==> config.mk <==
export PLATFORM = sky130hd
export DESIGN_NAME = tcp_stream_reassembler
export DESIGN_NICKNAME = d
export VERILOG_FILES = /design/src/hw/rtl/tsr_pkg.sv /design/src/hw/rtl/tsr_ram.sv /design/src/hw/rtl/tsr_occ.sv /design/src/hw/rtl/tcp_stream_reassembler.sv
export VERILOG_INCLUDE_DIRS = /design/src /design/src/hw/rtl
export SDC_FILE = /design/constraint.sdc
export NUM_CORES = 2
export LEC_CHECK = 0
export BUFFER_PORTS_ARGS = -buffer_cell sky130_fd_sc_hd__clkbuf_2
export CORE_ASPECT_RATIO = 1.75
export CORE_MARGIN = 3
export CORE_UTILIZATION = 45
export CTS_BUF_LIST = sky130_fd_sc_hd__clkbuf_16
export DETAILED_ROUTE_END_ITERATION = 8
export PLACE_DENSITY_LB_ADDON = 0.15
export SLEW_MARGIN = 40
export SYNTH_ARGS = -nofsm -noshare
export SYNTH_HDL_FRONTEND = slang
export SYNTH_HIERARCHICAL = 1
export SYNTH_SLANG_ARGS = --single-unit
==> constraint.sdc <==
create_clock -name clk -period 16.8 [get_ports clk]
set_clock_uncertainty 0.15 [all_clocks]
set_input_delay 0.84 -clock clk [delete_from_list [all_inputs] [get_ports clk]]
set_output_delay 0.84 -clock clk [all_outputs]
set_load 0.05 [all_outputs]
==> src/hw/rtl/tcp_stream_reassembler_macros.svh <==
// Assertion macros for the TCP stream reassembler.
`ifndef TCP_STREAM_REASSEMBLER_MACROS_SVH
`define TCP_STREAM_REASSEMBLER_MACROS_SVH

// same-cycle implication, disabled while reset is asserted
`define TSR_ASSERT_IMP(lbl, clk, rst_n, ante, cons, msg) \
	lbl: assert property (@(posedge clk) disable iff (!rst_n) (ante) |-> (cons)) \
		else $error(msg);

// next-cycle implication, disabled while reset is asserted
`define TSR_ASSERT_NXT(lbl, clk, rst_n, ante, cons, msg) \
	lbl: assert property (@(posedge clk) disable iff (!rst_n) (ante) |=> (cons)) \
		else $error(msg);

`endif

==> src/hw/rtl/tsr_pkg.sv <==
// Package: constants and occupancy-map interface types for the stream reassembler.
`timescale 1ns / 1ps
package tsr_pkg;

	localparam int CAPACITY = 64;
	localparam int SLOT_W   = $clog2(CAPACITY);
	localparam int CNT_W    = $clog2(CAPACITY + 1);
	localparam int IDX_W    = 32;
	localparam int BYTE_W   = 8;
	localparam int RUN_LEN  = 8;
	localparam int RUN_CW   = $clog2(RUN_LEN + 1);

	typedef struct packed {
		logic              free_en;
		logic [SLOT_W-1:0] free_base;
		logic [CNT_W-1:0]  free_cnt;
		logic              set_en;
		logic [SLOT_W-1:0] set_slot;
		logic [SLOT_W-1:0] probe_slot;
		logic [SLOT_W-1:0] scan_base;
		logic [RUN_CW-1:0] scan_lim;
	} occ_cmd_t;

	typedef struct packed {
		logic              hit;
		logic [RUN_CW-1:0] run;
	} occ_rsp_t;

endpackage

==> src/hw/rtl/tsr_ram.sv <==
// Generic single-write, single-read synchronous RAM with registered read data.
`timescale 1ns / 1ps
module tsr_ram #(
	parameter int DEPTH = 64,
	parameter int WIDTH = 8
) (
	input  logic                     clk,
	input  logic                     we,
	input  logic [$clog2(DEPTH)-1:0] waddr,
	input  logic [WIDTH-1:0]         wdata,
	input  logic                     re,
	input  logic [$clog2(DEPTH)-1:0] raddr,
	output logic [WIDTH-1:0]         rdata
);

	logic [WIDTH-1:0] mem [DEPTH];

	always_ff @(posedge clk) begin
		if (we) begin
			mem[waddr] <= wdata;
		end
		if (re) begin
			rdata <= mem[raddr];
		end
	end

endmodule

==> src/hw/rtl/tsr_occ.sv <==
// Slot occupancy map: range free, single set, probe and 8-wide run count.
`timescale 1ns / 1ps
module tsr_occ (
	input  logic              clk,
	input  logic              arst_n,
	input  tsr_pkg::occ_cmd_t cmd,
	output tsr_pkg::occ_rsp_t rsp
);
	import tsr_pkg::*;

	logic [CAPACITY-1:0] occ_q;
	logic [CAPACITY-1:0] free_mask;
	logic [CAPACITY-1:0] set_mask;
	logic [RUN_CW-1:0]   run;

	always_comb begin
		logic [SLOT_W-1:0] off;
		for (int j = 0; j < CAPACITY; j++) begin
			off = SLOT_W'(j) - cmd.free_base;
			free_mask[j] = cmd.free_en && ({1'b0, off} < cmd.free_cnt);
		end
	end

	always_comb begin
		set_mask = '0;
		if (cmd.set_en) begin
			set_mask[cmd.set_slot] = 1'b1;
		end
	end

	// leading run of occupied slots from scan_base, capped at scan_lim
	always_comb begin
		logic              stop;
		logic [SLOT_W-1:0] pos;
		run  = '0;
		stop = 1'b0;
		for (int j = 0; j < RUN_LEN; j++) begin
			pos = cmd.scan_base + SLOT_W'(j);
			if (!stop && (RUN_CW'(j) < cmd.scan_lim) && occ_q[pos]) begin
				run = run + RUN_CW'(1);
			end else begin
				stop = 1'b1;
			end
		end
	end

	always_ff @(posedge clk or negedge arst_n) begin
		if (!arst_n) begin
			occ_q <= '0;
		end else begin
			occ_q <= (occ_q & ~free_mask) | set_mask;
		end
	end

	assign rsp.hit = occ_q[cmd.probe_slot];
	assign rsp.run = run;

endmodule

==> src/hw/rtl/tcp_stream_reassembler.sv <==
// Top level: out-of-order byte reassembler with a circular window RAM.
//
//  channel  | handshake           | payload
//  ---------+---------------------+-----------------------------------------------
//  in       | in_valid / in_ready | stream_index, data_byte, has_byte, is_end,
//           |                     | consumer_read_count
//  res      | res_valid/res_ready | out_valid, out_byte, last, stream_ended,
//           |                     | pending_count
//
// An item that assembles nothing passes through accept (frees read slots) and store.
// An item that assembles N bytes passes through accept, store, an occupancy scan at
// 8 slots per cycle, and a finish step; then one byte per cycle off the window RAM
// read port whenever the result register is free.
// Occupancy bits are flops cleared by reset; the byte RAM needs no clearing pass.
// A stalled result beat holds the output register and pauses the RAM reads.
`timescale 1ns / 1ps
`include "tcp_stream_reassembler_macros.svh"
module tcp_stream_reassembler (
	input  logic                        clk,
	input  logic                        arst_n,
	input  logic                        in_valid,
	output logic                        in_ready,
	input  logic [tsr_pkg::IDX_W-1:0]   stream_index,
	input  logic [tsr_pkg::BYTE_W-1:0]  data_byte,
	input  logic                        has_byte,
	input  logic                        is_end,
	input  logic [tsr_pkg::IDX_W-1:0]   consumer_read_count,
	output logic                        res_valid,
	input  logic                        res_ready,
	output logic                        out_valid,
	output logic [tsr_pkg::BYTE_W-1:0]  out_byte,
	output logic                        last,
	output logic                        stream_ended,
	output logic [tsr_pkg::CNT_W-1:0]   pending_count
);
	import tsr_pkg::*;

	localparam logic [2:0] S_IDLE  = 3'd0;
	localparam logic [2:0] S_STORE = 3'd1;
	localparam logic [2:0] S_SCAN  = 3'd2;
	localparam logic [2:0] S_FIN   = 3'd3;
	localparam logic [2:0] S_EMIT  = 3'd4;
	localparam logic [2:0] S_RES0  = 3'd5;

	localparam logic [IDX_W-1:0] CAP_IDX = IDX_W'(CAPACITY);
	localparam logic [CNT_W-1:0] CAP_CNT = CNT_W'(CAPACITY);

	logic [2:0]        state_q;
	logic [IDX_W-1:0]  rp_q, ap_q, end_idx_q;
	logic              end_known_q, ended_q;
	logic [CNT_W-1:0]  total_q;
	logic [IDX_W-1:0]  idx_s1;
	logic [BYTE_W-1:0] byte_s1;
	logic              has_s1;
	logic [SLOT_W-1:0] ep_q;
	logic [CNT_W-1:0]  n_q, lim_q, cnt_q;

	logic              res_valid_q, out_valid_q, last_q, ended_out_q;
	logic [BYTE_W-1:0] out_byte_q;
	logic [CNT_W-1:0]  pend_out_q;

	occ_cmd_t          occ_cmd;
	occ_rsp_t          occ_rsp;
	logic              ram_we, ram_re;
	logic [SLOT_W-1:0] ram_raddr;
	logic [BYTE_W-1:0] ram_rdata;

	logic              accept, out_free, res_load;
	logic [IDX_W-1:0]  adv, span, idx_off, ap_off, ap_fin;
	logic              free_ok, store_ok, walk, ended_now;
	logic [CNT_W-1:0]  free_cnt, total_inc, scan_rem, n_sum, total_fin;
	logic [RUN_CW-1:0] scan_lim;

	assign in_ready = (state_q == S_IDLE);
	assign accept   = in_valid && in_ready;
	assign out_free = !res_valid_q || res_ready;

	// a result beat is loaded in these states whenever the output register is free
	assign res_load = out_free && (((state_q == S_STORE) && !walk) || (state_q == S_RES0)
		|| (state_q == S_EMIT));

	// free: consumer progress is honored only within the assembled span
	assign adv      = consumer_read_count - rp_q;
	assign span     = ap_q - rp_q;
	assign free_ok  = accept && (adv <= span);
	assign free_cnt = (adv > CAP_IDX) ? CAP_CNT : adv[CNT_W-1:0];

	// store decision, against the read pointer already advanced
	assign idx_off   = idx_s1 - rp_q;
	assign ap_off    = ap_q - rp_q;
	assign store_ok  = has_s1 && (idx_s1 >= ap_q) && (idx_off < CAP_IDX) && (ap_off < CAP_IDX);
	assign walk      = store_ok && (idx_s1 == ap_q);
	assign total_inc = (store_ok && !occ_rsp.hit) ? total_q + CNT_W'(1) : total_q;
	assign ended_now = ended_q || (end_known_q && (ap_q == end_idx_q));

	assign scan_rem = lim_q - n_q;
	assign scan_lim = (scan_rem >= CNT_W'(RUN_LEN)) ? RUN_CW'(RUN_LEN) : scan_rem[RUN_CW-1:0];
	assign n_sum    = n_q + CNT_W'(occ_rsp.run);

	assign ap_fin    = ap_q + IDX_W'(n_q);
	assign total_fin = (total_q > n_q) ? total_q - n_q : '0;

	always_comb begin
		occ_cmd            = '0;
		occ_cmd.free_en    = free_ok;
		occ_cmd.free_base  = rp_q[SLOT_W-1:0];
		occ_cmd.free_cnt   = free_cnt;
		occ_cmd.set_en     = (state_q == S_STORE) && store_ok;
		occ_cmd.set_slot   = idx_s1[SLOT_W-1:0];
		occ_cmd.probe_slot = idx_s1[SLOT_W-1:0];
		occ_cmd.scan_base  = ep_q + n_q[SLOT_W-1:0];
		occ_cmd.scan_lim   = scan_lim;
	end

	tsr_occ u_occ (
		.clk    (clk),
		.arst_n (arst_n),
		.cmd    (occ_cmd),
		.rsp    (occ_rsp)
	);

	assign ram_we    = (state_q == S_STORE) && store_ok;
	assign ram_re    = (state_q == S_FIN) || ((state_q == S_EMIT) && out_free && (cnt_q > CNT_W'(1)));
	assign ram_raddr = (state_q == S_FIN) ? ep_q : ep_q + SLOT_W'(1);

	tsr_ram #(
		.DEPTH (CAPACITY),
		.WIDTH (BYTE_W)
	) u_window (
		.clk   (clk),
		.we    (ram_we),
		.waddr (idx_s1[SLOT_W-1:0]),
		.wdata (byte_s1),
		.re    (ram_re),
		.raddr (ram_raddr),
		.rdata (ram_rdata)
	);

	always_ff @(posedge clk) begin
		if (accept) begin
			idx_s1  <= stream_index;
			byte_s1 <= data_byte;
			has_s1  <= has_byte;
		end
	end

	always_ff @(posedge clk or negedge arst_n) begin
		if (!arst_n) begin
			state_q     <= S_IDLE;
			rp_q        <= '0;
			ap_q        <= '0;
			end_idx_q   <= '0;
			end_known_q <= 1'b0;
			total_q     <= '0;
			ended_q     <= 1'b0;
			ep_q        <= '0;
			n_q         <= '0;
			lim_q       <= '0;
			cnt_q       <= '0;
			res_valid_q <= 1'b0;
			out_valid_q <= 1'b0;
			out_byte_q  <= '0;
			last_q      <= 1'b0;
			ended_out_q <= 1'b0;
			pend_out_q  <= '0;
		end else begin
			res_valid_q <= res_load || (res_valid_q && !res_ready);
			case (state_q)
				S_IDLE: begin
					if (accept) begin
						if (free_ok) begin
							rp_q <= consumer_read_count;
						end
						if (is_end) begin
							end_idx_q   <= stream_index + IDX_W'(has_byte);
							end_known_q <= 1'b1;
						end
						state_q <= S_STORE;
					end
				end
				S_STORE: begin
					total_q <= total_inc;
					if (walk) begin
						ep_q    <= ap_q[SLOT_W-1:0];
						n_q     <= '0;
						lim_q   <= CAP_CNT - ap_off[CNT_W-1:0];
						state_q <= S_SCAN;
					end else begin
						ended_q <= ended_now;
						if (out_free) begin
							out_valid_q <= 1'b0;
							out_byte_q  <= '0;
							last_q      <= 1'b1;
							ended_out_q <= ended_now;
							pend_out_q  <= total_inc;
							state_q     <= S_IDLE;
						end else begin
							state_q <= S_RES0;
						end
					end
				end
				S_RES0: begin
					if (out_free) begin
						out_valid_q <= 1'b0;
						out_byte_q  <= '0;
						last_q      <= 1'b1;
						ended_out_q <= ended_q;
						pend_out_q  <= total_q;
						state_q     <= S_IDLE;
					end
				end
				S_SCAN: begin
					n_q <= n_sum;
					if ((occ_rsp.run < RUN_CW'(RUN_LEN)) || (n_sum == lim_q)) begin
						state_q <= S_FIN;
					end
				end
				S_FIN: begin
					ap_q    <= ap_fin;
					total_q <= total_fin;
					ended_q <= ended_q || (end_known_q && (ap_fin == end_idx_q));
					cnt_q   <= n_q;
					state_q <= S_EMIT;
				end
				S_EMIT: begin
					if (out_free) begin
						out_valid_q <= 1'b1;
						out_byte_q  <= ram_rdata;
						last_q      <= (cnt_q == CNT_W'(1));
						ended_out_q <= ended_q;
						pend_out_q  <= total_q;
						cnt_q       <= cnt_q - CNT_W'(1);
						ep_q        <= ep_q + SLOT_W'(1);
						if (cnt_q == CNT_W'(1)) begin
							state_q <= S_IDLE;
						end
					end
				end
				default: begin
					state_q <= S_IDLE;
				end
			endcase
		end
	end

	assign res_valid     = res_valid_q;
	assign out_valid     = out_valid_q;
	assign out_byte      = out_byte_q;
	assign last          = last_q;
	assign stream_ended  = ended_out_q;
	assign pending_count = pend_out_q;

	`TSR_ASSERT_IMP(a_span_in_window, clk, arst_n, 1'b1, (ap_q - rp_q) <= CAP_IDX, "assembled span exceeds window")
	`TSR_ASSERT_IMP(a_pending_bound, clk, arst_n, 1'b1, total_q <= CAP_CNT, "pending count exceeds window")
	`TSR_ASSERT_IMP(a_scan_bound, clk, arst_n, state_q == S_SCAN, (n_q < lim_q) && (occ_rsp.run <= scan_lim), "scan overran window limit")
	`TSR_ASSERT_NXT(a_fin_reads, clk, arst_n, state_q == S_FIN, (state_q == S_EMIT) && (cnt_q != '0), "assembly finished with no bytes to emit")

endmodule

==> impl_metrics.sql <==
INSERT INTO impl_metrics (metric_group, metric, value, unit) VALUES
('run_status', 'status', 'complete, no violations', ''),
('synthesis', 'synthDistinctLibCells', '103', ''),
('sta', 'final_max_slew_viol_count', '0', ''),
('placement', 'place_congestion', '0.9310', ''),
('clock_network', 'cts_htree_levels', '3', ''),
('setup_path', 'critical_path.max_stage_delay', '0.66', 'ns'),
('route', 'drc', '0', ''),
('sta', 'setup_viol', '0', ''),
('clock_network', 'cts_tree', 'yes', ''),
('clock_network', 'cts_buffer_depth', '3', ''),
('clock_network', 'postCtsSetupBuffers', '0', ''),
('grt', 'grt_pass1_vias', '37750', ''),
('sta', 'worst_slew_pin_slew', '0.9183', 'ns'),
('synthesis', 'synthesis.area_per_instance', '11.42', 'um2'),
('synthesis', 'most_repeated_cell_in_the_gate_level_netlist_after_synthesis', 'sky130_fd_sc_hd__edfxtp_1', ''),
('pwr', 'p_per_area', '169.1', 'nW/um2'),
('sta', 'final_critical_path_share_of_the_clock_period', '65.42', '%'),
('synthesis', 'seq_area_frac_synth', '44.43', '%'),
('pwr', 'cellLeakagePower', '20.79', 'nW'),
('synthesis', 'post-synth-top-area-cell', 'sky130_fd_sc_hd__edfxtp_1', ''),
('synthesis', 'number_of_enable_flip_flop_cells_after_synthesis', '561', ''),
('setup_path', 'critical_path.slowest_cell', 'sky130_fd_sc_hd__ha_4', ''),
('route', 'route.vias.total', '37040', ''),
('route', 'drt_pass1_iterations', '5', ''),
('pwr', 'total_power', '9.292', 'mW'),
('clock_network', 'clk_latency', '0.70', 'ns'),
('final_layout', 'fraction_of_final_layout_cells_with_drive_strength_greater_than_1', '15.07', '%'),
('clock_network', 'clock_sink_count', '779', ''),
('sta', 'final-hold-violation-count', '0', ''),
('setup_path', 'worstPathRequired', '17.23', 'ns'),
('floorplan', 'placement_rows', '161', ''),
('sta', 'postLayoutSetupSlackWorst', '5.810', 'ns'),
('floorplan', 'start_util', '45.47', '%'),
('route', 'route.detailed.wl_per_inst', '27.08', 'um'),
('clock_network', 'clock_buffers_created_by_tritoncts', '76', ''),
('synthesis', 'synth_nets', '4825', ''),
('grt', 'global_route.overflow_total', '0', ''),
('setup_path', 'critPathArrivalTime', '11.42', 'ns'),
('placement', 'dp.final_hpwl', '122500', 'um'),
('setup_path', 'path_class', 'flip-flop to flip-flop', ''),
('sta', 'grt_setup_unrepaired', 'no', ''),
('pwr', 'max-vdd-ir-drop', '0.1125', 'mV'),
('floorplan', 'core_area', '110400', 'um2'),
('placement', 'buffer_ports.inserted', '97', ''),
('final_layout', 'synthToLayoutAreaGrowth', '9.478', '%'),
('synthesis', 'post_synth_top_area_share', '33.57', '%'),
('synthesis', 'synth_async_sr_flop_share', '27.98', '%'),
('grt', 'groute.usage.overall', '27.95', '%'),
('clock_network', 'clockRootBuffer', 'sky130_fd_sc_hd__clkbuf_16', ''),
('sta', 'fmaxAchievable', '90.99', 'MHz'),
('floorplan', 'boundaryPins', '98', ''),
('clock_network', 'path_clk_slew', '0.06', 'ns'),
('grt', 'grt_start_max_net_pins', '88', ''),
('grt', 'antenna_found_initial', '9', ''),
('synthesis', 'ys_top_cells_by_area', 'sky130_fd_sc_hd__edfxtp_1 (34%), sky130_fd_sc_hd__dfrtp_1 (11%), sky130_fd_sc_hd__mux4_2 (9.4%)', ''),
('min_path', 'hold_class', 'input port to flip-flop', ''),
('route', 'detail_route.vias_per_cell', '6.194', ''),
('sta', 'whs', '0.1868', 'ns'),
('route', 'wl', '161900', 'um'),
('setup_path', 'critical_path.startpoint_type', 'flip-flop', ''),
('synthesis', 'synth-main-ff-cell', 'sky130_fd_sc_hd__edfxtp_1', ''),
('synthesis', 'yosys_register_bits', '779', ''),
('final_layout', 'num-nets-final', '4875', ''),
('setup_path', 'cp_max_fo', '46', ''),
('run', 'maximum_capacitance_violations', '0', ''),
('synthesis', 'postSynthCellCount', '4393', ''),
('sta', 'relSlewSlack', '38.26', '%'),
('grt', 'wire_length_of_the_first_global_routing_pass', '240900', 'um'),
('floorplan', 'chipHeight', '447.8', 'um'),
('placement', 'place_ws', '5.832', 'ns'),
('floorplan', 'die_area', '115700', 'um2'),
('synthesis', 'yosys_warnings', '6', ''),
('route', 'detail-route-antenna-nets', '0', ''),
('setup_path', 'critical_path.endpoint_type', 'flip-flop', ''),
('sta', 'final_layout_setup_total_negative_slack', '0', 'ns'),
('synthesis', 'netlist_top_cells_count', 'sky130_fd_sc_hd__edfxtp_1 (561), sky130_fd_sc_hd__ha_1 (347), sky130_fd_sc_hd__nand2_1 (319)', ''),
('floorplan', 'fp.dieW', '258.5', 'um'),
('synthesis', 'syn-cell-area', '50190', 'um2'),
('sta', 'min_period', '10.99', 'ns'),
('route', 'detailedRoute.firstIterationViolations', '2866', '');
[worst paths after layout]
kind	cells past startpoint	slack [ns]	from	end
hold reg to reg	1	0.32	ended_q	ended_q
setup / recovery	39	5.81	n_q[1]	state_q[0]
hold / removal	1	0.19	data_byte[0]	byte_s1[0]
setup reg to reg	39	5.81	n_q[1]	state_q[0]
min in group asynchronous	2	0.53	arst_n	u_occ/occ_q[45]
max in group asynchronous	5	14.02	arst_n	end_idx_q[23]
[stage by stage]
step	cell area, um2	cells	utilization [%]
6_report	54950	5980	49.77
5_1_grt	54940	5977	49.77
4_1_cts	54870	5972	49.70
3_5_place_dp	52360	5831	47.43
3_3_place_gp	52180	5828	47.27
2_1_floorplan	50190	4393	-
[cell families after synthesis]
kind of cell	count (synthesis)	synth area share, %
AO/OA/AOI/OAI	1022	13.30
multiplexers	398	13.68
AND/OR/NAND/NOR	1121	10.97
flip-flops	779	44.43
adder cells (fa/ha/maj)	355	8.950
XOR/XNOR	289	5.043
buffers and inverters	429	3.630
[repair_timing]
item | 4_1_cts | 5_1_grt
hold buffers | 1 | 0
hold endpoints to repair | 43 | 0
gates resized for setup | 0 | 0
[state kept, by name (all words and copies together) (netlist names), 3 cells and up]
| register | flops |
|---|---|
| byte_s1 | 8 |
| u_window/rdata | 8 |
| u_window/mem | 512 |
| ep_q | 6 |
| u_occ/occ_q | 64 |
| n_q | 7 |
| ap_q | 32 |
| total_q | 7 |
| out_byte | 8 |
| pending_count | 7 |
| idx_s1 | 32 |
| state_q | 3 |
| lim_q | 7 |
| rp_q | 32 |
| end_idx_q | 32 |
| cnt_q | 7 |
[critical path, delay by kind of cell (launching register included)]
kind	cells	cell delay [ns]
AO/OA/AOI/OAI	12	2.41
flip-flops	1	0.60
adder cells (fa/ha/maj)	9	3.71
multiplexers	6	1.93
buffers and inverters	6	1.31
AND/OR/NAND/NOR	5	0.57
XOR/XNOR	1	0.17
[placed cells by master, fill, tap and decap left out, types with 96 or more instances in the layout]
cell type                    n
sky130_fd_sc_hd__nand3_1   126
sky130_fd_sc_hd__mux4_2    209
sky130_fd_sc_hd__nor2_1    214
sky130_fd_sc_hd__inv_1     247
sky130_fd_sc_hd__dfrtp_1   218
sky130_fd_sc_hd__clkbuf_2   96
sky130_fd_sc_hd__o21ai_0   262
sky130_fd_sc_hd__mux2i_1    97
sky130_fd_sc_hd__a21o_1    114
sky130_fd_sc_hd__nand2_1   318
sky130_fd_sc_hd__edfxtp_1  561
sky130_fd_sc_hd__ha_1      345
sky130_fd_sc_hd__a21oi_1   246
sky130_fd_sc_hd__xnor2_1   196
[area by class of cell]
class,instances,area [um2]
Antenna cell,8,20.02
Clock buffer,76,1902
Fill cell,10050,55440
Multi-Input combinational cell,3185,26340
Sequential cell,779,22300
Tap cell,1467,1836
Timing Repair Buffer,162,1054
Inverter,239,897.1
Clock inverter,64,595.6
[routing by layer]
| metal | track usage, % | wire, um | part of all wire, % | vias up |
|---|---|---|---|---|
| li1 | - | - | - | 16870 |
| met1 | 30.73 | 57370 | 35 | 18400 |
| met2 | 51.26 | 84940 | 52 | 1346 |
| met3 | 3.141 | 8240 | 5.1 | 431 |
| met4 | 17.30 | 11360 | 7.0 | 2 |
| met5 | 0 | 13 | 0.0080 | - |
[report_power, final]
group / leakage (nW) / switching (mW) / internal [mW] / total, mW
logic: 11.6 / 3.22 / 1.94 / 5.15
registers: 7.94 / 0.142 / 2.26 / 2.41
clock network: 1.27 / 0.785 / 0.946 / 1.73
total: 20.8 / 4.14 / 5.15 / 9.29
No activity file was read; power rests on OpenSTA's default activity.
